## src/rtl/hfc_pkg.sv

```systemverilog
package hfc_pkg;

   localparam int MAX_LIST_VERTICES = 16;
   localparam int PLANE_COUNT       = 6;
   localparam int FRAC_BITS         = 16;
   localparam int ATTRS             = 10;
   localparam int MAX_OUT           = 9;
   localparam int WORD_W            = 32;

   localparam int IDX_W   = $clog2(MAX_LIST_VERTICES);
   localparam int CNT_W   = $clog2(MAX_LIST_VERTICES + 1);
   localparam int ATTR_W  = $clog2(ATTRS);
   localparam int PLANE_W = $clog2(PLANE_COUNT);
   localparam int OUT_W   = $clog2(MAX_OUT + 1);

   // boundary values, their difference, and the quotient
   localparam int BND_W = WORD_W + 2;
   localparam int DIV_W = BND_W + 1;
   localparam int TQ_W  = FRAC_BITS + 1;
   localparam int PROD_W = WORD_W + 1 + TQ_W + 1;

   typedef logic [ATTRS-1:0][WORD_W-1:0] vert_type;

   // axis of each plane (0 = x, 1 = y, 2 = z) and whether the coordinate is subtracted
   localparam logic [1:0] PLANE_AXIS [PLANE_COUNT] = '{2'd0, 2'd0, 2'd1, 2'd1, 2'd2, 2'd2};
   localparam logic       PLANE_NEG  [PLANE_COUNT] = '{1'b0, 1'b1, 1'b1, 1'b0, 1'b0, 1'b1};

   localparam int W_ATTR = 3;

   // w +/- coordinate, exact
   function automatic logic signed [BND_W-1:0] boundary(input vert_type v,
                                                        input logic [PLANE_W-1:0] plane);
      logic signed [BND_W-1:0] w;
      logic signed [BND_W-1:0] c;
      w = BND_W'($signed(v[W_ATTR]));
      c = BND_W'($signed(v[PLANE_AXIS[plane]]));
      return PLANE_NEG[plane] ? (w - c) : (w + c);
   endfunction

endpackage

```

## src/rtl/hfc_div.sv

```systemverilog
module hfc_div
   import hfc_pkg::*;
(
   input  logic             clock,
   input  logic             reset,
   input  logic             start,
   input  logic [DIV_W-1:0] num,
   input  logic [DIV_W-1:0] den,
   output logic             done,
   output logic [TQ_W-1:0]  quot
);

   localparam int STEP_W = $clog2(FRAC_BITS + 1);

   logic              busy_ff;
   logic              done_ff;
   logic [STEP_W-1:0] step_ff;
   logic [DIV_W:0]    rem_ff;
   logic [DIV_W-1:0]  den_ff;
   logic [TQ_W-1:0]   quot_ff;
   logic [DIV_W:0]    rem_sh;
   logic              take;

   // one quotient bit a cycle by restoring subtraction
   always_comb begin
      rem_sh = {rem_ff[DIV_W-1:0], 1'b0};
      take   = (rem_sh >= {1'b0, den_ff});
   end

   always_ff @(posedge clock) begin
      if (reset) begin
         busy_ff <= 1'b0;
         done_ff <= 1'b0;
         step_ff <= '0;
      end else begin
         done_ff <= 1'b0;
         if (start) begin
            den_ff <= den;
            rem_ff <= {1'b0, num};
            quot_ff <= '0;
            if (den == '0) begin
               done_ff <= 1'b1;
            end else if (num >= den) begin
               quot_ff <= TQ_W'(1) << FRAC_BITS;
               done_ff <= 1'b1;
            end else begin
               busy_ff <= 1'b1;
               step_ff <= STEP_W'(FRAC_BITS);
            end
         end else if (busy_ff) begin
            rem_ff  <= take ? (rem_sh - {1'b0, den_ff}) : rem_sh;
            quot_ff <= {quot_ff[TQ_W-2:0], take};
            step_ff <= step_ff - 1'b1;
            if (step_ff == STEP_W'(1)) begin
               busy_ff <= 1'b0;
               done_ff <= 1'b1;
            end
         end
      end
   end

   assign done = done_ff;
   assign quot = quot_ff;

endmodule

```

## config.mk

```make
export PLATFORM = sky130hd
export DESIGN_NAME = hfc_div
export DESIGN_NICKNAME = d
export VERILOG_FILES = /design/src/rtl/hfc_pkg.sv /design/src/rtl/hfc_div.sv
export SDC_FILE = /design/constraint.sdc
export NUM_CORES = 1
export LEC_CHECK = 0
export ABC_AREA = 1
export BUFFER_PORTS_ARGS = -buffer_cell sky130_fd_sc_hd__buf_2
export CORE_ASPECT_RATIO = 1.2
export CORE_MARGIN = 2
export CORE_UTILIZATION = 62
export CTS_BUF_LIST = sky130_fd_sc_hd__clkbuf_8
export CTS_CLUSTER_SIZE = 25
export DETAILED_ROUTE_END_ITERATION = 12
export GPL_TIMING_DRIVEN = 0
export PLACE_DENSITY = 0.84
export SYNTH_ARGS = -nofsm -noshare
export SYNTH_HDL_FRONTEND = slang
export SYNTH_SLANG_ARGS = --single-unit
```

## constraint.sdc

```tcl
create_clock -name clock -period 6.05 [get_ports clock]
set_input_delay 1.21 -clock clock [delete_from_list [all_inputs] [get_ports clock]]
set_output_delay 1.21 -clock clock [all_outputs]
set_load 0.01 [all_outputs]
```

; ---- Word level (Yosys, flattened, before mapping)
; Index checks and enable logic that the tools add are counted.
[totals]
ff_bits = 94
input_bits = 73
wordCells = 41
[op_classes]
add_sub_neg = 2
n_lt_le_gt_ge = 2
n_eq_ne = 3
mux = 21
bitwise = 1
n_reduce_logical = 6
[ops]
columns = cell, n
row1 = $mux W35, 3
row2 = $mux W17, 4
row3 = $ge A36 B35 Y1, 1
row4 = $ge A35 B35 Y1, 1
row5 = $logic_not A35 Y1, 1
row6 = $sub A35 B35 Y35, 1
row7 = $mux W5, 4
row8 = $mux W1, 10
row9 = $reduce_and A2 Y1, 3
row10 = $eq A5 B1 Y1 const B, 1
row11 = $sub A5 B1 Y5 const B, 1
row12 = $ne A2 B2 Y1 const B, 2
row13 = $reduce_and A3 Y1, 1
row14 = $reduce_bool A2 Y1, 1
row15 = $not A1 Y1, 1

; ---- Depth between registers and ports, before layout
; Gate-level depths: netlist of the first run.
[depth]
ltp_word = 4
mapped_depth = 16
ltp_nobuf = 16

; ---- Worst setup path before layout of the first run
; Ideal clock, no wire load.
[synth_path]
path_kind = input port to flip-flop
start = in start
end = reg busy_ff
arrival_ns = 4.213
t_required_ns = 5.970
path_slack_ns = 1.756
stages = 5
n_path_buf = 1
cell_sequence = clkbuf_1 -> nor2_1 -> nor2_1 -> o21ai_0 -> a21oi_1
[synth_between]
elab_chain_len = 2
elab_cells_between_ends = 4
cone_classes = eq/ne (2) / mux (1) / reduce/logical (1)
[synth_lines]
columns = element, line_no
row1 = "start, declared", hfc_div.sv:6  ; input logic start,
row2 = $ne A2 B2 Y1 (no source line), -
row3 = $reduce_and A2 Y1 (no source line), -
row4 = "end signal, assigned", hfc_div.sv:32  ; busy_ff <= 1'b0;
row5 = "end signal, assigned", hfc_div.sv:47  ; busy_ff <= 1'b1;
row6 = "end signal, assigned", hfc_div.sv:55  ; busy_ff <= 1'b0;
row7 = "end, declared", hfc_div.sv:15  ; logic busy_ff;
; Several ways; a longest one is shown, not always the timed one.
; A chain may end at the register's enable or synchronous reset.

; ---- Final worst setup path of the first run
[layout_path]
start = in start
end = reg den_ff[4] (enable)
[layout_between]
elab_chain_len = 1
[layout_lines]
columns = element, line_no
row1 = $reduce_and A2 Y1 (no source line), -
row2 = "end signal, assigned", hfc_div.sv:38  ; den_ff <= den;
row3 = "end, declared", hfc_div.sv:19  ; logic [DIV_W-1:0] den_ff;
; No other way between the ends.

==> impl_metrics.ini, run 1 <==
[status]
outcome = complete, no violations

[power_and_ir_drop]
leakagePower_nw = 4.35
p_switching_mw = 0.687
p_sw_share_pct = 36.5
total_power_mw = 1.88
seqPwrFrac_pct = 42.4
clock_power_share_pct = 20.4
ir_worst_vdd_uv = 205
power.density_mw_per_mm2 = 223
p_comb_share_pct = 37.2
p_int_mw = 1.20

[synth]
ys_seq_area_share_pct = 36.3
synth-seq-cells = 94
syn_avg_cell_area_um2 = 7.26
synth_cell_types = 38
yosys_warnings = 0
syn-cell-area_mm2 = 0.00759
syn-num-nets = 1191
synthCells = 1045

[worst_setup_path]
worstPathRequired_ns = 6.02
crit_start = start
r2r-start = rem_ff[0]
end_kind = register
worst-path-max-fanout = 35
critPathLaunchType = input port
arrival_ns = 3.30
worstSetupPathType = input port to register
r2r_slack_ns = 3.33

[timing]
relSlewSlack_pct = 33.0
period_needed_ns = 3.32
finalSetupViolCount = 0
rsz0062_at_grt = false
slew_violations = 0
worst_pin_slew_ns = 1.00
worst_clock_skew_ns = 0.0218
tns_ns = 0
fin_crit_sh_pct = 54.9
finalHoldViolCount = 0
fmax_ghz = 0.301

[global_routing]
antenna_found_initial = 0
grt_use_total_pct = 31.5
grt_pass1_wl_mm = 32.7
grt_pass1_vias = 6701
grt_max_degree = 36
grt-ovfl-total = 0

[drt]
drc = 0
wl_mm = 20.3
initialDrtViolationCount = 705
via_per_inst = 5.48
ant_nets = 0
wire_per_inst_um = 15.5
first_pass_iters = 8
vias = 7187

[floorplanning]
die_x_um = 105
die_h_um = 125
initial_utilization_pct = 63.2
ios = 91
core_mm2 = 0.0120
dieArea_mm2 = 0.0131
rows = 44

[clock_tree]
cts_tree = done
cts_setup_buffers = 0
cts.sinks = 94
cts_root_buf = clkbuf_8
cts_buffers = 9
hold_buffers = 0
max-clock-path-buffers = 2
ctsResizeCount = 0
clk_pin_slew_worst_paths_ns = 0.09
clkLatencyLatePin_ns = 0.37
htreeDepth = 3

[layout]
final_common_cell = nand2_1
fin_nets = 1291
syn_to_final_growth_pct = 11.3
antenna_cells = 0
final_util_pct = 70.4
drive_gt1_share_pct = 11.4
fillCellCount = 1030
final_cell_mix = 345 x nand2_1, 179 x inv_1, 90 x buf_2, 87 x edfxtp_1, 81 x nor2_1

[place]
gp_congestion = 1.01
hpwl_mm = 16.7
port_buffers = 88

[worst_hold_path]
hold_start = step_ff[1]
hold_path_class = register to register

[flow_run]
cap_violations = 0
[kinds of logic (layout without fill, tap and decap cells)]
group | Yosys count | count (layout) | share of synthesized area (%)
fa+ha+maj | 73 | 73 | 12.1
buf+inv | 197 | 302 | 10.3
xor+xnor | 19 | 19 | 2.19
simple gates | 557 | 557 | 31.6
compound gates | 105 | 105 | 7.40
flops | 94 | 94 | 36.3
[routing by layer]
metal  global-route usage (%)  vias up  routed length [um]
li1                         -     3569                   -
met1                     43.5     3269                8780
met2                     52.4      310                9430
met3                     4.01       39                1570
met4                     8.47        0                 486
met5                        0        -                   0
[flip-flops by register name, summed over array words and instances (netlist names)]
name / flops
den_ff: 35
rem_ff: 35
quot: 17
step_ff: 5
busy_ff: 1
done: 1
[area by class of cell]
cell class                      instances  area [um^2]  share of cell area [%]
Multi-Input combinational cell        754         4070                    48.1
Sequential cell                        94         2750                    32.6
Inverter                              179          672                    7.96
Timing Repair Buffer                   89          460                    5.45
Tap cell                              161          201                    2.39
Clock buffer                           11          151                    1.79
Buffer                                 18          113                    1.33
Clock inverter                          5         27.5                   0.326
[worst paths after layout]
path	to	cells past startpoint
max	den_ff[4]	5
min reg2reg	step_ff[1]	2
min	step_ff[1]	2
max reg2reg	rem_ff[20]	11
[cells in the mapped netlist, drive strengths merged]
cell	instances	share of area [%]
ha	72	12
a21o	3	0.30
or2	1	0.083
o21ai	32	2.1
nor4	8	0.66
a31o	1	0.12
xnor2	18	2.1
nor3	5	0.33
nand4	11	0.91
o21bai	3	0.30
a31oi	1	0.083
o22ai	1	0.083
dfxtp	7	1.8
buf	9	1.0
a21oi	64	4.4
inv	179	8.9
fa	1	0.26
edfxtp	87	34
clkbuf	9	0.45
nand2	353	18
nor2	87	4.4
nand3	62	4.2
nand3b	30	3.0
xor2	1	0.12
[metrics by stage]
step	hold WS, ns	instance area, um^2	setup slack (ns)	std cells
2_1_floorplan	0.441	7590	1.76	1045
3_3_place_gp	0.449	8230	0.653	1294
3_5_place_dp	0.456	8260	2.39	1295
4_1_cts	0.470	8440	2.76	1311
5_1_grt	0.496	8440	2.60	1311
6_report	0.471	8440	2.73	1311
[critical path: stages]
cell and delay, ns:
clkbuf_1 0.33, inv_1 0.16, clkbuf_1 0.30, clkbuf_1 0.41
nor2_4 0.87
[power groups by stage]
stage                     combinational (mW)  clock, mW  sequential [mW]
final                                  0.700      0.384            0.799
after global routing                   0.784      0.410            0.804
after CTS                              0.687      0.385            0.799
after detailed placement               0.681          0            0.813
after global placement                 0.665          0            0.814
after floorplan                        0.485          0            0.813
No activity file was read; power rests on OpenSTA's default activity.
==> inputs of run 2 (changes only) <==
- CORE_UTILIZATION: 62 -> 55
- PLACE_DENSITY: 0.84 -> 0.79
- clock period: 6.05 -> 2.8 ns (I/O delays scaled with it)
==> run 2 against run 1 <==
  * Via count shrank 0.33%
  * Combinational power grew 120%
  * Critical path depth grew 5
  * Design area grew 0.53%
  * Register-to-register slack lost 3.3 ns
  * Setup slack lost 2.7 ns
  * Hold slack lost 0.093 ns
  * Sequential cell count is the same
  * Routed wire length grew 3.3%
  * Core utilization shrank 8.1 points
  * Sequential power grew 120%
==> impl_metrics.ini, run 2 (synthesis results as in run 1) <==
[status]
outcome = complete, no violations

[place]
gp_congestion = 0.993
place_ws_ns = 0.0259
hpwl_mm = 16.9
port_buffers = 88

[drt]
vias = 7163
via_per_inst = 5.41
wl_met2_mm = 9.51
dr_wl_met3_mm = 1.63
top_layer_used = met4
wire_per_inst_um = 15.8
first_pass_iters = 8
drc = 0
ant_nets = 0
wl_mm = 20.9
wl_met1_mm = 8.89
initialDrtViolationCount = 636

[floorplanning]
dieArea_mm2 = 0.0148
initial_utilization_pct = 55.6
die_h_um = 133
die_x_um = 111
core_mm2 = 0.0136
ios = 91
rows = 47

[layout]
drive_gt1_share_pct = 11.6
fin_nets = 1293
final_common_cell = nand2_1
final_cell_mix = 345 x nand2_1, 179 x inv_1, 90 x buf_2, 87 x edfxtp_1, 81 x nor2_1
fillCellCount = 1249
syn_to_final_growth_pct = 11.9
antenna_cells = 0

[clock_tree]
cts_tree = done
cts.sinks = 94
clk_pin_slew_worst_paths_ns = 0.11
clkLatencyLatePin_ns = 0.38
cts_buffers = 9
cts_root_buf = clkbuf_8
max-clock-path-buffers = 2
htreeDepth = 3

[worst_setup_path]
end_kind = register
critical_path_buf_inv_count = 2
r2r-end = rem_ff[24]
r2r_slack_ns = 0.06
reg2regPathDepth = 10
critPathLaunchType = register
cp_top_family = compound AO/OA/AOI/OAI gates
slowest_delay_ns = 0.43
worstPathRequired_ns = 2.92
r2r-start = rem_ff[30]
worst-path-max-fanout = 10
slowest_stage = edfxtp_1
worstSetupPathType = register to register
path_cells = ha_1, inv_1, o21bai_1, a21oi_1, o21ai_1, a21oi_4, buf_2, nand3b_1, nand3_1, nand2_1
arrival_ns = 2.86

[global_routing]
grt_pass1_vias = 6786
grt_pass1_wl_mm = 32.8
grt_use_total_pct = 28.0
grt-ovfl-total = 0
antenna_found_initial = 0
grt_max_degree = 35

[timing]
fmax_ghz = 0.364
relSlewSlack_pct = 31.1
period_needed_ns = 2.74
finalSetupViolCount = 0
layout_setup_ws_ns = 0.0558
slew_violations = 0
worst_pin_slew_ns = 1.03
fin_crit_sh_pct = 98.0
finalHoldViolCount = 0
worst_clock_skew_ns = 0.0239

[flow_run]
cap_violations = 0

[power_and_ir_drop]
leakagePower_nw = 4.36
total_power_mw = 4.13
ir_worst_vdd_uv = 389
power.density_mw_per_mm2 = 487

[worst_hold_path]
hold_path_end = den_ff[22]
hold_path_class = input port to register
min_path_cells = 1
hold_start = den[22]
run 2: cell type report:
| type | instances | area [um^2] | area share, % |
|---|---|---|---|
| Inverter | 179 | 672 | 7.92 |
| Buffer | 18 | 113 | 1.33 |
| Timing Repair Buffer | 91 | 495 | 5.84 |
| Sequential cell | 94 | 2750 | 32.4 |
| Multi-Input combinational cell | 754 | 4070 | 47.9 |
| Clock buffer | 10 | 138 | 1.62 |
| Tap cell | 171 | 214 | 2.52 |
| Clock inverter | 6 | 36.3 | 0.427 |
run 2: layer usage:
metal | vias to the layer above | global-route usage, %
li1 | 3575 | -
met5 | - | 0
met3 | 53 | 4.58
met4 | 0 | 13.4
met2 | 304 | 45.7
met1 | 3231 | 36.4
run 2: timing repair:
item	CTS	global route
endpoints found under the setup margin	0	12
hold endpoints to repair	0	0
buffers inserted	0	1
gates resized for setup	0	1
hold buffers	0	0
run 2: worst max path at each step:
stage,startpoint,end,cells past startpoint
2_1_floorplan,start,busy_ff,5
3_3_place_gp,start,den_ff[2],5
3_5_place_dp,start,den_ff[2],6
4_1_cts,rem_ff[30],rem_ff[24],10
5_1_grt,rem_ff[26],rem_ff[32],12
6_report,rem_ff[30],rem_ff[24],10
run 2: power breakdown:
| part | internal (mW) | switching [mW] | total [mW] |
|---|---|---|---|
| sequential | 1.68 | 0.0481 | 1.73 |
| combinational | 0.548 | 0.980 | 1.53 |
| clock | 0.348 | 0.530 | 0.878 |
run 2: metrics by stage:
stage                     instance area [um^2]  utilization [%]  setup TNS (ns)  hold WS [ns]  instances
after detailed placement                  8300             60.9               0         0.459       1306
final                                     8490             62.2               0         0.378       1323
after floorplan                           7590                -               0         0.441       1045
after CTS                                 8480             62.1               0         0.362       1322
after global placement                    8250             60.4          -64.98         0.447       1304
after global routing                      8490             62.2        -0.00983         0.371       1323
==> inputs of run 3 (changes only) <==
- GPL_ROUTABILITY_DRIVEN: unset -> 0
- SETUP_SLACK_MARGIN: unset -> 0.2
==> run 3 against run 2 <==
  * Core utilization is 2.7 points higher
  * Combinational power is 6% higher
  * Non-clock buffer count is 1 higher
  * Largest cell class unchanged
  * Largest power group unchanged
==> impl_metrics.ini, run 3 (synthesis results as in run 1) <==
[floorplanning]
die_x_um = 111
initial_utilization_pct = 55.6
core_mm2 = 0.0136
dieArea_mm2 = 0.0148
rows = 47
ios = 91
die_h_um = 133

[clock_tree]
clkLatencyLatePin_ns = 0.38
hold_buffers = 0
max-clock-path-buffers = 2
cts_tree = done
cts_buffers = 9
cts.sinks = 94
clk_pin_slew_worst_paths_ns = 0.11
cts_root_buf = clkbuf_8
htreeDepth = 3

[power_and_ir_drop]
leakagePower_nw = 4.38
power.density_mw_per_mm2 = 497
ir_worst_vdd_uv = 333

[worst_setup_path]
endpoint = rem_ff[24]
r2r-start = rem_ff[30]
slowest_stage = edfxtp_1
path_cells = ha_1, nand2_1, inv_1, nand2_1, nor2_1, nand2_1, o21ai_2, a21oi_4, clkbuf_4, nand3b_1, nand3_1, nand2_1
r2r_slack_ns = 0.25
r2r-end = rem_ff[24]
slowest_delay_ns = 0.42
reg2regPathDepth = 12
critPathLaunchType = register
crit_start = rem_ff[30]
end_kind = register
critical_path_buf_inv_count = 2
worstSetupPathType = register to register
cp_top_family = simple AND/OR/NAND/NOR gates
crit_top_cell = nand2_1
arrival_ns = 2.68
worst-path-max-fanout = 10
worstPathRequired_ns = 2.93
path_depth = 12

[drt]
ant_nets = 0
first_pass_iters = 6
initialDrtViolationCount = 654
drc = 0
via_per_inst = 5.43
wl_mm = 21.0
wire_per_inst_um = 15.8
vias = 7190

[timing]
worst_pin_slew_ns = 0.997
worst_clock_skew_ns = 0.0254
slew_violations = 0
rsz0062_at_grt = true
finalSetupViolCount = 0
fin_crit_sh_pct = 91.2
period_needed_ns = 2.55
finalHoldViolCount = 0
relSlewSlack_pct = 33.4
tns_ns = 0
fmax_ghz = 0.392

[layout]
seqCellArea_mm2 = 0.00275
syn_to_final_growth_pct = 16.7
final_cell_mix = 344 x nand2_1, 177 x inv_1, 89 x buf_2, 87 x edfxtp_1, 79 x nor2_1
drive_gt1_share_pct = 14.8
fillCellCount = 1154
fin_nets = 1295
multi_input_area_mm2 = 0.00439
final_common_cell = nand2_1
fin_cells = 1325
antenna_cells = 0

[global_routing]
grt-ovfl-total = 0
grt_pass1_wl_mm = 33.0
grt_pass1_vias = 6749
grt_max_degree = 35
grt_use_total_pct = 27.9
antenna_found_initial = 0

[flow_run]
cap_violations = 0

[place]
hpwl_mm = 16.4
port_buffers = 88
numPlacedInstances = 1305

[status]
outcome = complete, no violations

[worst_hold_path]
hold_path_class = input port to register
## run 3: cell count changes in the layout (fill, tap and decap cells not counted), sizes merged
| cell | change |
|---|---|
| inv | -3 |
| nor2 | +1 |
| clkbuf | +1 |
| clkinv | +1 |
| bufinv | +2 |
## run 3: worst register-to-register path, cell delays in order, from the launching register on
cell	delay, ns
edfxtp_1	0.42
ha_1	0.37
nand2_1	0.12
inv_1	0.06
nand2_1	0.12
nor2_1	0.08
nand2_1	0.11
o21ai_2	0.10
a21oi_4	0.31
clkbuf_4	0.32
nand3b_1	0.11
nand3_1	0.12
nand2_1	0.08
## run 3: layout make-up
cell class / instances / area share [%]
buffer: 18 / 1.30
tap: 171 / 2.42
sequential: 94 / 31.1
timing repair buffer: 92 / 5.54
inverter: 179 / 7.59
clock buffer: 10 / 1.55
clock inverter: 6 / 0.975
multi-input combinational: 755 / 49.6
## run 3: how the worst min path moves through the flow
stage                     startpoint         end  slack, ns  depth (start not counted)
after floorplan           step_ff[1]  step_ff[1]       0.44                          2
after global placement    step_ff[1]  step_ff[1]       0.45                          2
after detailed placement  step_ff[1]  step_ff[1]       0.46                          2
after CTS                    den[14]  den_ff[14]       0.36                          1
after global routing         den[14]  den_ff[14]       0.37                          1
final                        den[14]  den_ff[14]       0.37                          1
## run 3: layer usage
metal / track usage, % / up-vias / wire length [um]
met5: 0 / - / 0
met4: 11.4 / 0 / 778
met3: 3.62 / 69 / 1500
met2: 46.0 / 307 / 9860
met1: 37.4 / 3240 / 8850
li1: - / 3574 / -
## run 3: per-stage QoR
stage                     total power, mW  hold slack, ns  worst slack, ns  area, um^2  utilization [%]
after global routing                 4.63           0.372            0.176        8860             64.9
after CTS                            4.25           0.356            0.212        8540             62.6
final                                4.40           0.373            0.247        8860             64.9
after global placement               3.18           0.447           -0.247        8260             60.5
after floorplan                      2.80           0.441            0.509        7600                -
after detailed placement             3.21           0.460           -0.296        8280             60.7
## run 3: where the power goes
part | leakage, nW | switching (mW) | internal (mW)
Clock | 0.118 | 0.508 | 0.528
Combinational | 3.37 | 1.00 | 0.620
Sequential | 0.884 | 0.0639 | 1.68
Total | 4.38 | 1.57 | 2.83
## run 3: repair_timing
action	CTS	global route
gates cloned	1	0
setup endpoints to repair	45	34
gates resized for setup	2	45
hold endpoints to repair	0	0
setup buffers	2	1
pin swaps	1	2
